File: src/hdl/lcac_pkg.sv
// Shared types, constants and the key case-folding function.
// Used by the cache cells, the top level and the checker.
`timescale 1ns / 1ps
`default_nettype none

package lcac_pkg;

   // Counts of entries; seven bits count up to 127 entries.
   localparam int CNT_W = 7;
   localparam int KEY_W = 64;
   localparam int COST_W = 32;
   localparam int CAP_W = 6;

   localparam logic [COST_W-1:0] HIT_COST = 32'd1;
   localparam logic [COST_W-1:0] MISS_COST = 32'd5;
   localparam logic [CAP_W-1:0] CAP_RESET = 6'd32;
   localparam logic [7:0] CASE_GAP = 8'd32;
   localparam logic [7:0] LOWER_A = 8'h61;
   localparam logic [7:0] LOWER_Z = 8'h7a;

   // Control that the top level hands to every cell in the row.
   typedef struct packed {
      logic             step;
      logic             store;
      logic [CNT_W-1:0] live;
      logic [CNT_W-1:0] keep;
   } cell_ctrl_type;

   // Fold every lower-case letter byte of a key to upper case.
   function automatic logic [KEY_W-1:0] fold_key(input logic [KEY_W-1:0] k);
      logic [KEY_W-1:0] r;
      logic [7:0]       b;
      r = k;
      for (int i = 0; i < KEY_W / 8; i++) begin
         b = k[i*8 +: 8];
         if (b >= LOWER_A && b <= LOWER_Z) begin
            r[i*8 +: 8] = b - CASE_GAP;
         end
      end
      return r;
   endfunction

endpackage

`default_nettype wire

File: src/hdl/lru_cache_access_cost.sv
// Top level of the LRU key cache with running access cost.
// Depends on lcac_pkg and on the lcac_cell row.
//
//   Channel   Ports                                   Direction
//   request   start, busy, req_key                    in (busy out)
//   response  rsp_valid, rsp_hit, rsp_total_cost      out, one-cycle strobe
//   csr       csr_valid, csr_ready, csr_capacity      in (ready out)
//
// A transaction is accepted every clock cycle while reset is not held; its response appears on the
// cycle after acceptance. The lookup, the move to front and the cost update
// all happen together across the cell row and its match chain.
// Synchronous reset clears occupancy and cost and sets capacity to 32; busy
// is high and csr_ready low while reset is held. Entry keys are not cleared.
// The receiver cannot stall, so no result is ever held back.
`timescale 1ns / 1ps
`default_nettype none

module lru_cache_access_cost
   import lcac_pkg::*;
#(
   parameter int ENTRIES = 32
) (
   input  wire logic              clock,
   input  wire logic              reset,
   input  wire logic              start,
   output logic                   busy,
   input  wire logic [KEY_W-1:0]  req_key,
   output logic                   rsp_valid,
   output logic                   rsp_hit,
   output logic [COST_W-1:0]      rsp_total_cost,
   input  wire logic              csr_valid,
   output logic                   csr_ready,
   input  wire logic [CAP_W-1:0]  csr_capacity
);

   localparam logic [CNT_W-1:0] EntC = CNT_W'(ENTRIES);

   logic [CAP_W-1:0]  capacity_ff;
   logic [CNT_W-1:0]  occupancy_ff, occupancy_in;
   logic [COST_W-1:0] cost_ff, cost_in;
   logic              rsp_valid_ff;
   logic              rsp_hit_ff;

   logic [KEY_W-1:0]  search_key;
   logic [CNT_W-1:0]  cap_ext, eff, live, keep;
   logic [COST_W-1:0] cost_inc;
   logic [COST_W:0]   cost_sum;
   cell_ctrl_type     ctrl;
   logic              lookup_hit;
   logic [ENTRIES:0]  match_w;
   logic [KEY_W-1:0]  key_w [ENTRIES];

   assign busy      = reset;
   assign csr_ready = ~reset;

   // Effective capacity, live entries and the number of entries kept on a miss.
   assign search_key = fold_key(req_key);
   assign cap_ext    = CNT_W'(capacity_ff);
   assign eff        = (cap_ext < EntC) ? cap_ext : EntC;
   assign live       = (occupancy_ff < eff) ? occupancy_ff : eff;
   assign keep       = (live < eff) ? live : eff - 1'b1;

   assign lookup_hit = match_w[0];
   assign ctrl.step  = start && !busy;
   assign ctrl.store = eff != '0;
   assign ctrl.live  = live;
   assign ctrl.keep  = keep;

   // Row of cells; the match chain runs from the back toward the front.
   assign match_w[ENTRIES] = 1'b0;

   for (genvar i = 0; i < ENTRIES; i++) begin : g_cell
      logic [KEY_W-1:0] shift_key;
      if (i == 0) begin : g_front
         assign shift_key = search_key;
      end else begin : g_rest
         assign shift_key = key_w[i-1];
      end
      lcac_cell #(
         .IDX (i)
      ) u_cell (
         .clock        (clock),
         .ctrl         (ctrl),
         .hit_any      (lookup_hit),
         .search_key   (search_key),
         .shift_key    (shift_key),
         .match_behind (match_w[i+1]),
         .match_out    (match_w[i]),
         .key_out      (key_w[i])
      );
   end

   // Occupancy after the access.
   always_comb begin
      if (lookup_hit) begin
         occupancy_in = live;
      end else if (ctrl.store) begin
         occupancy_in = keep + 1'b1;
      end else begin
         occupancy_in = '0;
      end
   end

   // Saturating cost update.
   assign cost_inc = lookup_hit ? HIT_COST : MISS_COST;
   assign cost_sum = {1'b0, cost_ff} + {1'b0, cost_inc};
   assign cost_in  = cost_sum[COST_W] ? '1 : cost_sum[COST_W-1:0];

   // Control state, configuration and the response register.
   always_ff @(posedge clock) begin
      if (reset) begin
         capacity_ff  <= CAP_RESET;
         occupancy_ff <= '0;
         cost_ff      <= '0;
         rsp_valid_ff <= 1'b0;
      end else begin
         if (csr_valid && csr_ready) begin
            capacity_ff <= csr_capacity;
         end
         rsp_valid_ff <= ctrl.step;
         if (ctrl.step) begin
            occupancy_ff <= occupancy_in;
            cost_ff      <= cost_in;
         end
      end
   end

   always_ff @(posedge clock) begin
      if (ctrl.step) begin
         rsp_hit_ff <= lookup_hit;
      end
   end

   assign rsp_valid      = rsp_valid_ff;
   assign rsp_hit        = rsp_hit_ff;
   assign rsp_total_cost = cost_ff;

endmodule

`default_nettype wire

File: src/hdl/lcac_cell.sv
// One entry of the LRU row: holds a key, compares it and shifts toward the back.
// Depends on lcac_pkg for the control struct and widths.
`timescale 1ns / 1ps
`default_nettype none

module lcac_cell
   import lcac_pkg::*;
#(
   parameter int IDX = 0
) (
   input  wire logic             clock,
   input  wire cell_ctrl_type    ctrl,
   input  wire logic             hit_any,
   input  wire logic [KEY_W-1:0] search_key,
   input  wire logic [KEY_W-1:0] shift_key,
   input  wire logic             match_behind,
   output logic                  match_out,
   output logic [KEY_W-1:0]      key_out
);

   localparam logic [CNT_W-1:0] IdxC = CNT_W'(IDX);

   logic [KEY_W-1:0] key_ff;
   logic             live_here;
   logic             match_here;
   logic             load;

   // The entry only counts while it lies inside the live part of the row.
   assign live_here  = IdxC < ctrl.live;
   assign match_here = live_here && (key_ff == search_key);
   assign match_out  = match_here | match_behind;
   assign key_out    = key_ff;

   // On a hit every entry up to the matching one moves back; on a miss the
   // kept entries move back to make room at the front.
   assign load = ctrl.step && (hit_any ? match_out : (ctrl.store && IdxC <= ctrl.keep));

   always_ff @(posedge clock) begin
      if (load) begin
         key_ff <= shift_key;
      end
   end

endmodule

`default_nettype wire

File: config.mk
export PLATFORM = sky130hd
export DESIGN_NAME = lru_cache_access_cost
export DESIGN_NICKNAME = d
export VERILOG_FILES = /design/src/hdl/lcac_pkg.sv /design/src/hdl/lru_cache_access_cost.sv /design/src/hdl/lcac_cell.sv
export SDC_FILE = /design/constraint.sdc
export NUM_CORES = 2
export LEC_CHECK = 0
export ABC_AREA = 1
export BUFFER_PORTS_ARGS = -buffer_cell sky130_fd_sc_hd__buf_2
export CELL_PAD_IN_SITES_DETAIL_PLACEMENT = 1
export CELL_PAD_IN_SITES_GLOBAL_PLACEMENT = 1
export CORE_ASPECT_RATIO = 0.6
export CORE_MARGIN = 2
export CORE_UTILIZATION = 25
export DETAILED_ROUTE_END_ITERATION = 8
export PLACE_DENSITY = 0.43
export REMOVE_ABC_BUFFERS = 1
export SKIP_LAST_GASP = 1
export SYNTH_ARGS = -nofsm -noshare
export SYNTH_HDL_FRONTEND = slang
export SYNTH_SLANG_ARGS = --single-unit
File: constraint.sdc
create_clock -name clock -period 10.9 [get_ports clock]
set_input_delay 2.725 -clock clock [delete_from_list [all_inputs] [get_ports clock]]
set_output_delay 2.725 -clock clock [all_outputs]
set_load 0.01 [all_outputs]
## After elaboration in Yosys (flattened, before gate mapping)

Cells that the tools add are included.

| word-level totals | value |
|---|---|
| bits of input ports | 74 |
| memories kept | 0 |
| register bits after elaboration | 2095 |
| latch bits | 0 |
| bits in writable memories | 0 |
| bits in read-only memories | 0 |

| operators by class | value |
|---|---|
| bitwise operators | 32 |
| multipliers | 0 |
| mux-type cells | 47 |
| reduce and logical (&&, ||, !) cells | 108 |
| eq/ne operators | 32 |
| add/sub/neg operators | 11 |
| magnitude comparators | 83 |
| shift operators | 0 |
| div/mod/pow operators | 0 |

Operator list:

| kind | number |
|---|---|
| $eq A64 B64 Y1 | 32 |
| $le A5 B7 Y1 const A | 16 |
| $lt A5 B7 Y1 const A | 16 |
| $logic_and A1 B1 Y1 | 106 |
| $ge A8 B7 Y1 const B | 8 |
| $le A8 B7 Y1 const B | 8 |
| $mux W8 | 8 |
| $sub A8 B6 Y8 const B | 8 |
| $le A4 B7 Y1 const A | 8 |
| $lt A4 B7 Y1 const A | 8 |
| $add A32 B3 Y33 | 1 |
| $mux W1 | 32 |
| $mux W32 | 1 |
| $or A1 B1 Y1 | 31 |
| $le A3 B7 Y1 const A | 4 |
| $lt A3 B7 Y1 const A | 4 |
| $mux W7 | 4 |
| $le A1 B7 Y1 const A | 2 |
| $le A2 B7 Y1 const A | 2 |
| $lt A1 B7 Y1 const A | 2 |
| $lt A2 B7 Y1 const A | 2 |
| $lt A7 B6 Y1 | 2 |
| $add A7 B1 Y7 const B | 1 |
| $reduce_bool A7 Y1 | 1 |
| other kinds (6) | 6 |

## Logic depth before layout (Yosys ltp)

| logic depth | value |
|---|---|
| depth after elaboration | 40 |
| mapped depth | 47 |
| mapped depth without buffers | 46 |

## Cells and area by module

A second synthesis with hierarchy kept.

| unflattened totals | value |
|---|---|
| cells, all modules | 10032 |
| area total of the unflattened synthesis | 100094.7 sq um |

Modules (own cells, without submodules):

| module | area each (sq um) | times used | seq. area each (sq um) | cells each |
|---|---|---|---|---|
| lru_cache_access_cost | 3659.8 | 1 | 950.9 | 543 |
| lcac_cell at g_cell[31].u_cell | 3145.5 | 1 | 1921.8 | 358 |
| lcac_cell at g_cell[4].u_cell | 3062.9 | 1 | 1921.8 | 312 |
| lcac_cell at g_cell[19].u_cell | 3054.2 | 1 | 1921.8 | 310 |
| lcac_cell at g_cell[6].u_cell | 3044.2 | 1 | 1921.8 | 307 |
| lcac_cell at g_cell[12].u_cell | 3042.9 | 1 | 1921.8 | 307 |
| lcac_cell at g_cell[29].u_cell | 3042.9 | 1 | 1921.8 | 306 |
| lcac_cell at g_cell[23].u_cell | 3034.2 | 1 | 1921.8 | 303 |
| lcac_cell at g_cell[0].u_cell | 3032.9 | 1 | 1921.8 | 305 |
| lcac_cell at g_cell[7].u_cell | 3029.2 | 1 | 1921.8 | 302 |
| lcac_cell at g_cell[25].u_cell | 3025.4 | 1 | 1921.8 | 300 |
| lcac_cell at g_cell[3].u_cell | 3022.9 | 1 | 1921.8 | 299 |
| lcac_cell at g_cell[15].u_cell | 3021.6 | 1 | 1921.8 | 300 |
| lcac_cell at g_cell[9].u_cell | 3021.6 | 1 | 1921.8 | 298 |
| +19 rows | -- | -- | -- | -- |

## Worst setup path before layout

No wires, ideal clock.

| path | value |
|---|---|
| path kind | input-to-reg |
| start point | input port req_key[50] |
| end point | register g_cell[23].u_cell.key_ff[0], enable pin |
| buffers on the path | 6 |
| slack | 1.379 ns |
| cell stages on the path | 23 |
| arrival | 9.008 ns |
| data required time | 10.387 ns |
| cells stage by stage | buf_2 > buf_2 > buf_2 > buf_2 > xnor2_1 > nand2_1 > nor4_1 > nand3_1 > nor2_1 > nand4_1 > a2111oi_0 > nand3_1 > nor4_1 > o211ai_1 > nand4_2 > nor2_2 > nand4_2 > nor2_2 > nand4_2 > buf_6 > buf_6 > nand2_1 > a22oi_1 |

| on the way | value |
|---|---|
| word-level cells in the longest chain between the ends | 38 |
| elaborated cells on any way between the ends | 102 |
| those cells by class | add/sub: 1; order compare: 2; eq/ne: 32; mux: 2; bitwise: 31; reduce/logical: 34 |

Ends and longest elaborated chain:

| element | RTL line | RTL |
|---|---|---|
| start: declaration | lru_cache_access_cost.sv:27 | `input wire logic [KEY_W-1:0] req_key,` |
| $ge A8 B7 Y1 / $le A8 B7 Y1 (equally long branches) | lcac_pkg.sv:36 | `if (b >= LOWER_A && b <= LOWER_Z) begin` |
| $logic_and A1 B1 Y1 | lcac_pkg.sv:36 |  |
| $mux W8 * | lcac_pkg.sv:36 |  |
| $eq A64 B64 Y1 | lcac_cell.sv:30 | `assign match_here = live_here && (key_ff == search_key);` |
| $logic_and A1 B1 Y1 | lcac_cell.sv:30 |  |
| $or A1 B1 Y1 (31 in a row) | lcac_cell.sv:31 | `assign match_out = match_here \| match_behind;` |
| $mux W1 * | lcac_cell.sv:36 | `assign load = ctrl.step && (hit_any ? match_out : (ctrl.store && IdxC <= ctrl.keep));` |
| $logic_and A1 B1 Y1 * | lcac_cell.sv:36 |  |
| named net g_cell[23].u_cell.load | lcac_cell.sv:26 | `logic load;` |
| end signal: assignment | lcac_cell.sv:40 | `key_ff <= shift_key;` |
| end: declaration | lcac_cell.sv:23 | `logic [KEY_W-1:0] key_ff;` |

Mark *: on every way through the listed nets, which the timed path passes. The rest lies on a longest branch.
A chain may end at the register's enable or synchronous reset.

## Worst setup path in the final report

| path | value |
|---|---|
| start point | input port req_key[52] |
| end point | register cost_ff[27] (netlist: rsp_total_cost[27]) |

| on the way | value |
|---|---|
| word-level cells in the longest chain between the ends | 39 |
| elaborated cells on any way between the ends | 103 |
| those cells by class | add/sub: 2; order compare: 2; eq/ne: 32; mux: 3; bitwise: 31; reduce/logical: 33 |

Ends and longest elaborated chain:

| element | RTL line | RTL |
|---|---|---|
| $ge A8 B7 Y1 / $le A8 B7 Y1 (equally long branches) | lcac_pkg.sv:36 |  |
| $logic_and A1 B1 Y1 | lcac_pkg.sv:36 |  |
| $mux W8 * | lcac_pkg.sv:36 |  |
| $eq A64 B64 Y1 | lcac_cell.sv:30 |  |
| $logic_and A1 B1 Y1 | lcac_cell.sv:30 |  |
| $or A1 B1 Y1 (30 in a row) | lcac_cell.sv:31 |  |
| $or A1 B1 Y1 * | lcac_cell.sv:31 |  |
| $mux W3 * | lru_cache_access_cost.sv:105 | `assign cost_inc = lookup_hit ? HIT_COST : MISS_COST;` |
| $add A32 B3 Y33 * | lru_cache_access_cost.sv:106 | `assign cost_sum = {1'b0, cost_ff} + {1'b0, cost_inc};` |
| $mux W32 * | lru_cache_access_cost.sv:107 | `assign cost_in = cost_sum[COST_W] ? '1 : cost_sum[COST_W-1:0];` |
| end signal: assignment | lru_cache_access_cost.sv:123 | `cost_ff <= cost_in;` |
| end: declaration | lru_cache_access_cost.sv:40 | `logic [COST_W-1:0] cost_ff, cost_in;` |

Every way passes the cells marked *; elsewhere a longest branch is shown, timed or not.

==> run summary <==
* **YS warnings** 0
* **count of standard-cell rows** 172
* **initial core utilization** 0.251
* **number of gates resized after CTS** 0
* **fraction of the mapped netlist area in adder cells** 0.00353
* **DR vias/cell** 4.78
* **setup repair after global routing missed its margin** false
* **proportion of layout cells with a drive suffix above 1** 0.131
* **Skew-Pair Late Insertion Delay** 0.94 ns
* **Final Max Slew Viols** 0
* **area fraction in compound gates after synthesis** 0.0437
* **number of failing setup endpoints in the final timing report** 0
* **primary flip-flop cell chosen by synthesis mapping** sky130_fd_sc_hd__edfxtp_1
* **post-synthesis mux area share** 0
* **number of H-tree levels** 4
* **number of port buffers** 109
* **worst hold endpoint** g_cell[11].u_cell.key_out[22]
* **Register-to-Register Setup Slack** 2.23 ns
* **Hold Crit Class** reg -> reg
* **pre-CTS setup slack** 0.354 ns
* **clock tree sinks** 2095
* **aggregate negative setup slack** 0 ns
* **buffer depth of the longest clock path** 4
* **routed length per instance** 31.3 um
* **DRC errors left** 0
* **placer congestion estimate** 0.888
* **maximum fanout along the worst path** 9
* **largest area contributor in the netlist** sky130_fd_sc_hd__edfxtp_1
* **critical path data arrival time** 10.60 ns
* **Power per Cell Area** 232 mW/mm^2
* **maximum resistive drop on vdd** 0.129 mV
* **number of primary I/O pins** 110
* **part of the Yosys area used for sequential elements** 0.678
* **async set-or-reset flop fraction in the synthesized netlist** 0
* **Synth-to-Final Area Change** 17.3%
* **Detailed Route Iter0 Violations** 6878
* **number of global-route vias before repair** 58300
* **Post-synth EDFFs** 2049
* **minimum clock period** 9.75 ns
* **Critical-path top delay cell** sky130_fd_sc_hd__nand2_2
* **post-synthesis instance total** 6966
* **antenna violations before repair** 40
* **cell area after synthesis** 0.0921 sq mm
* **most common library cell in the layout ignoring fill and taps** sky130_fd_sc_hd__edfxtp_1
* **max-capacitance violation count** 0
* **fill cell count** 39100
* **category of the worst setup path capture point** flop
* **area share of and/or/nand/nor cells after synthesis** 0.112
* **count of hold-fix buffers inserted at cts** 0
* **register bit count reported by yosys** 2095
* **nature of the critical path startpoint** primary input
* **worst hold margin** 0.422 ns
* **Critical Setup Path Class** in -> reg
* **top-area cell type share of the netlist area** 0.668
* **average cell area after synthesis** 13.2 sq um
* **relative slew slack** 0.174
* **XOR/XNOR share of the synthesized area** 0.132
* **global-route wire length before repair** 521 mm
* **TritonCTS clock tree** done
* **router iterations before antenna repair** 5
* **Hold Crit Start** g_cell[10].u_cell.key_out[22]
* **Cell variety after synth** 69
* **reg-to-reg critical path startpoint** capacity_ff[5]
* **largest net degree at the start of global routing** 65
* **Worst Setup Slack, final** 1.15 ns
* **number of buffers added by the clock tree synthesis step** 222
* **remaining number of nets flagged by the antenna check after routing** 0
* **horizontal extent of the die** 787 um
* **net total in the final layout** 7449
* **clk_skew** 0.0853 ns
* **synth top area cells** sky130_fd_sc_hd__edfxtp_1 (67%), sky130_fd_sc_hd__xnor2_1 (8.5%), sky130_fd_sc_hd__xor2_1 (4.7%)
* **reg2reg path depth** 40
* **Total Die Area** 0.373 sq mm
* **fmax** 103 MHz
* **half-perimeter wire length of the detailed placement result** 298 mm
* **routed wire length** 388 mm
* **utilization of the core after routing** 0.295
* **number of endpoints with negative hold slack in the final report** 0
* **Post CTS Setup Buffer Count** 0
* **part of the cycle the worst path needs** 0.894
* **largest stage delay on the critical path** 0.39 ns
* **dominant combinational cell family by area after synthesis** XOR/XNOR gates
* **Congestion Overflow GR** 0
* **depth of the worst hold-timing path** 0
* **Leak** 35.5 nW
* **CTS clock-pin slew for the worst setup and hold paths** 0.06 ns
* **status** finished, final reports clean
* **highest-count cells in the layout ignoring fill and taps** sky130_fd_sc_hd__edfxtp_1 (2049), sky130_fd_sc_hd__xnor2_1 (896), sky130_fd_sc_hd__nand2_1 (846), sky130_fd_sc_hd__xor2_1 (496), sky130_fd_sc_hd__nor2_1 (444)
* **required time worst endpoint** 11.75 ns
* **total number of vias** 59200
* **Total Routing Usage GR** 0.202
* **vertical die dimension** 474 um
* **worst r2r dst** rsp_total_cost[27]
* **Least-Margin Pin Slew** 1.23 ns
* **Placeable Area** 0.366 sq mm
* **root buffer cell** sky130_fd_sc_hd__clkbuf_16
flip-flops by register name (all words and copies together), names as in the netlist:
signal	flops
g_cell.u_cell.key_out	2048
rsp_total_cost	32
occupancy_ff	7
capacity_ff	6
rsp_hit	1
rsp_valid	1
per-layer routing:
metal	global-route usage	up-vias	part of all wire
met5	0	-	0.000031
met4	0.0308	2	0.015
met3	0.0558	324	0.093
met2	0.244	2214	0.35
met1	0.345	31000	0.54
li1	-	25700	-
metrics by stage:
step / power (mW) / instance area (sq um) / std cells
final: 25.0 / 108000 / 12400
after global routing: 26.0 / 108000 / 12400
after CTS: 25.2 / 108000 / 12400
after detailed placement: 17.4 / 101000 / 12000
after global placement: 17.4 / 101000 / 12000
after floorplan: 14.7 / 90600 / 6676
worst max-delay path by stage:
stage	from	to	slack (ns)
after floorplan	req_key[0]	g_cell[12].u_cell.key_out[0]	-0.13
after global placement	req_key[52]	rsp_total_cost[31]	0.34
after detailed placement	req_key[52]	rsp_total_cost[31]	0.35
after CTS	req_key[52]	rsp_total_cost[31]	1.37
after global routing	req_key[52]	rsp_total_cost[31]	0.43
final	req_key[52]	rsp_total_cost[27]	1.15
Yosys cell counts, types with 84 or more instances:
cell and n:
sky130_fd_sc_hd__edfxtp_1 2049, sky130_fd_sc_hd__xnor2_1 896, sky130_fd_sc_hd__inv_1 322, sky130_fd_sc_hd__nand4_1 283
sky130_fd_sc_hd__nand3_1 165, sky130_fd_sc_hd__o22ai_1 106, sky130_fd_sc_hd__nor3_1 84, sky130_fd_sc_hd__or2_2 105
sky130_fd_sc_hd__o21ai_0 199, sky130_fd_sc_hd__nor4_1 145, sky130_fd_sc_hd__buf_2 187, sky130_fd_sc_hd__xor2_1 496
sky130_fd_sc_hd__nor2_1 458, sky130_fd_sc_hd__nand2_1 861
area by class of cell:
| class | instances | area [sq um] | area share |
|---|---|---|---|
| sequential | 2095 | 62400 | 0.578 |
| multi-input combinational | 4236 | 27200 | 0.251 |
| tap | 4872 | 6100 | 0.0564 |
| clock buffer | 262 | 5730 | 0.0530 |
| timing repair buffer | 449 | 3970 | 0.0368 |
| clock inverter | 135 | 1300 | 0.0121 |
| inverter | 345 | 1290 | 0.0120 |
| antenna | 8 | 20.0 | 0.000185 |
critical path, delay by kind of cell:
family,cells,cell delay [ns]
AND/OR/NAND/NOR,35,6.05
buffers and inverters,7,1.40
adder cells (fa/ha/maj),1,0.19
AO/OA/AOI/OAI,1,0.13
where the power goes:
group	internal, mW	leakage [nW]	switching, mW
registers	11.2	19.1	1.43
logic	1.47	13.0	3.19
clock network	4.27	3.42	3.44
cell families after synthesis:
| logic type | after synthesis |
|---|---|
| adders and majority gates | 26 |
| xor gates and xnor gates | 1392 |
| DFF | 2095 |
| buffers and inverters | 635 |
| AOI/OAI and AO/OA | 622 |
| and+or+nand+nor | 2196 |
(Power assumes the default switching activity.)
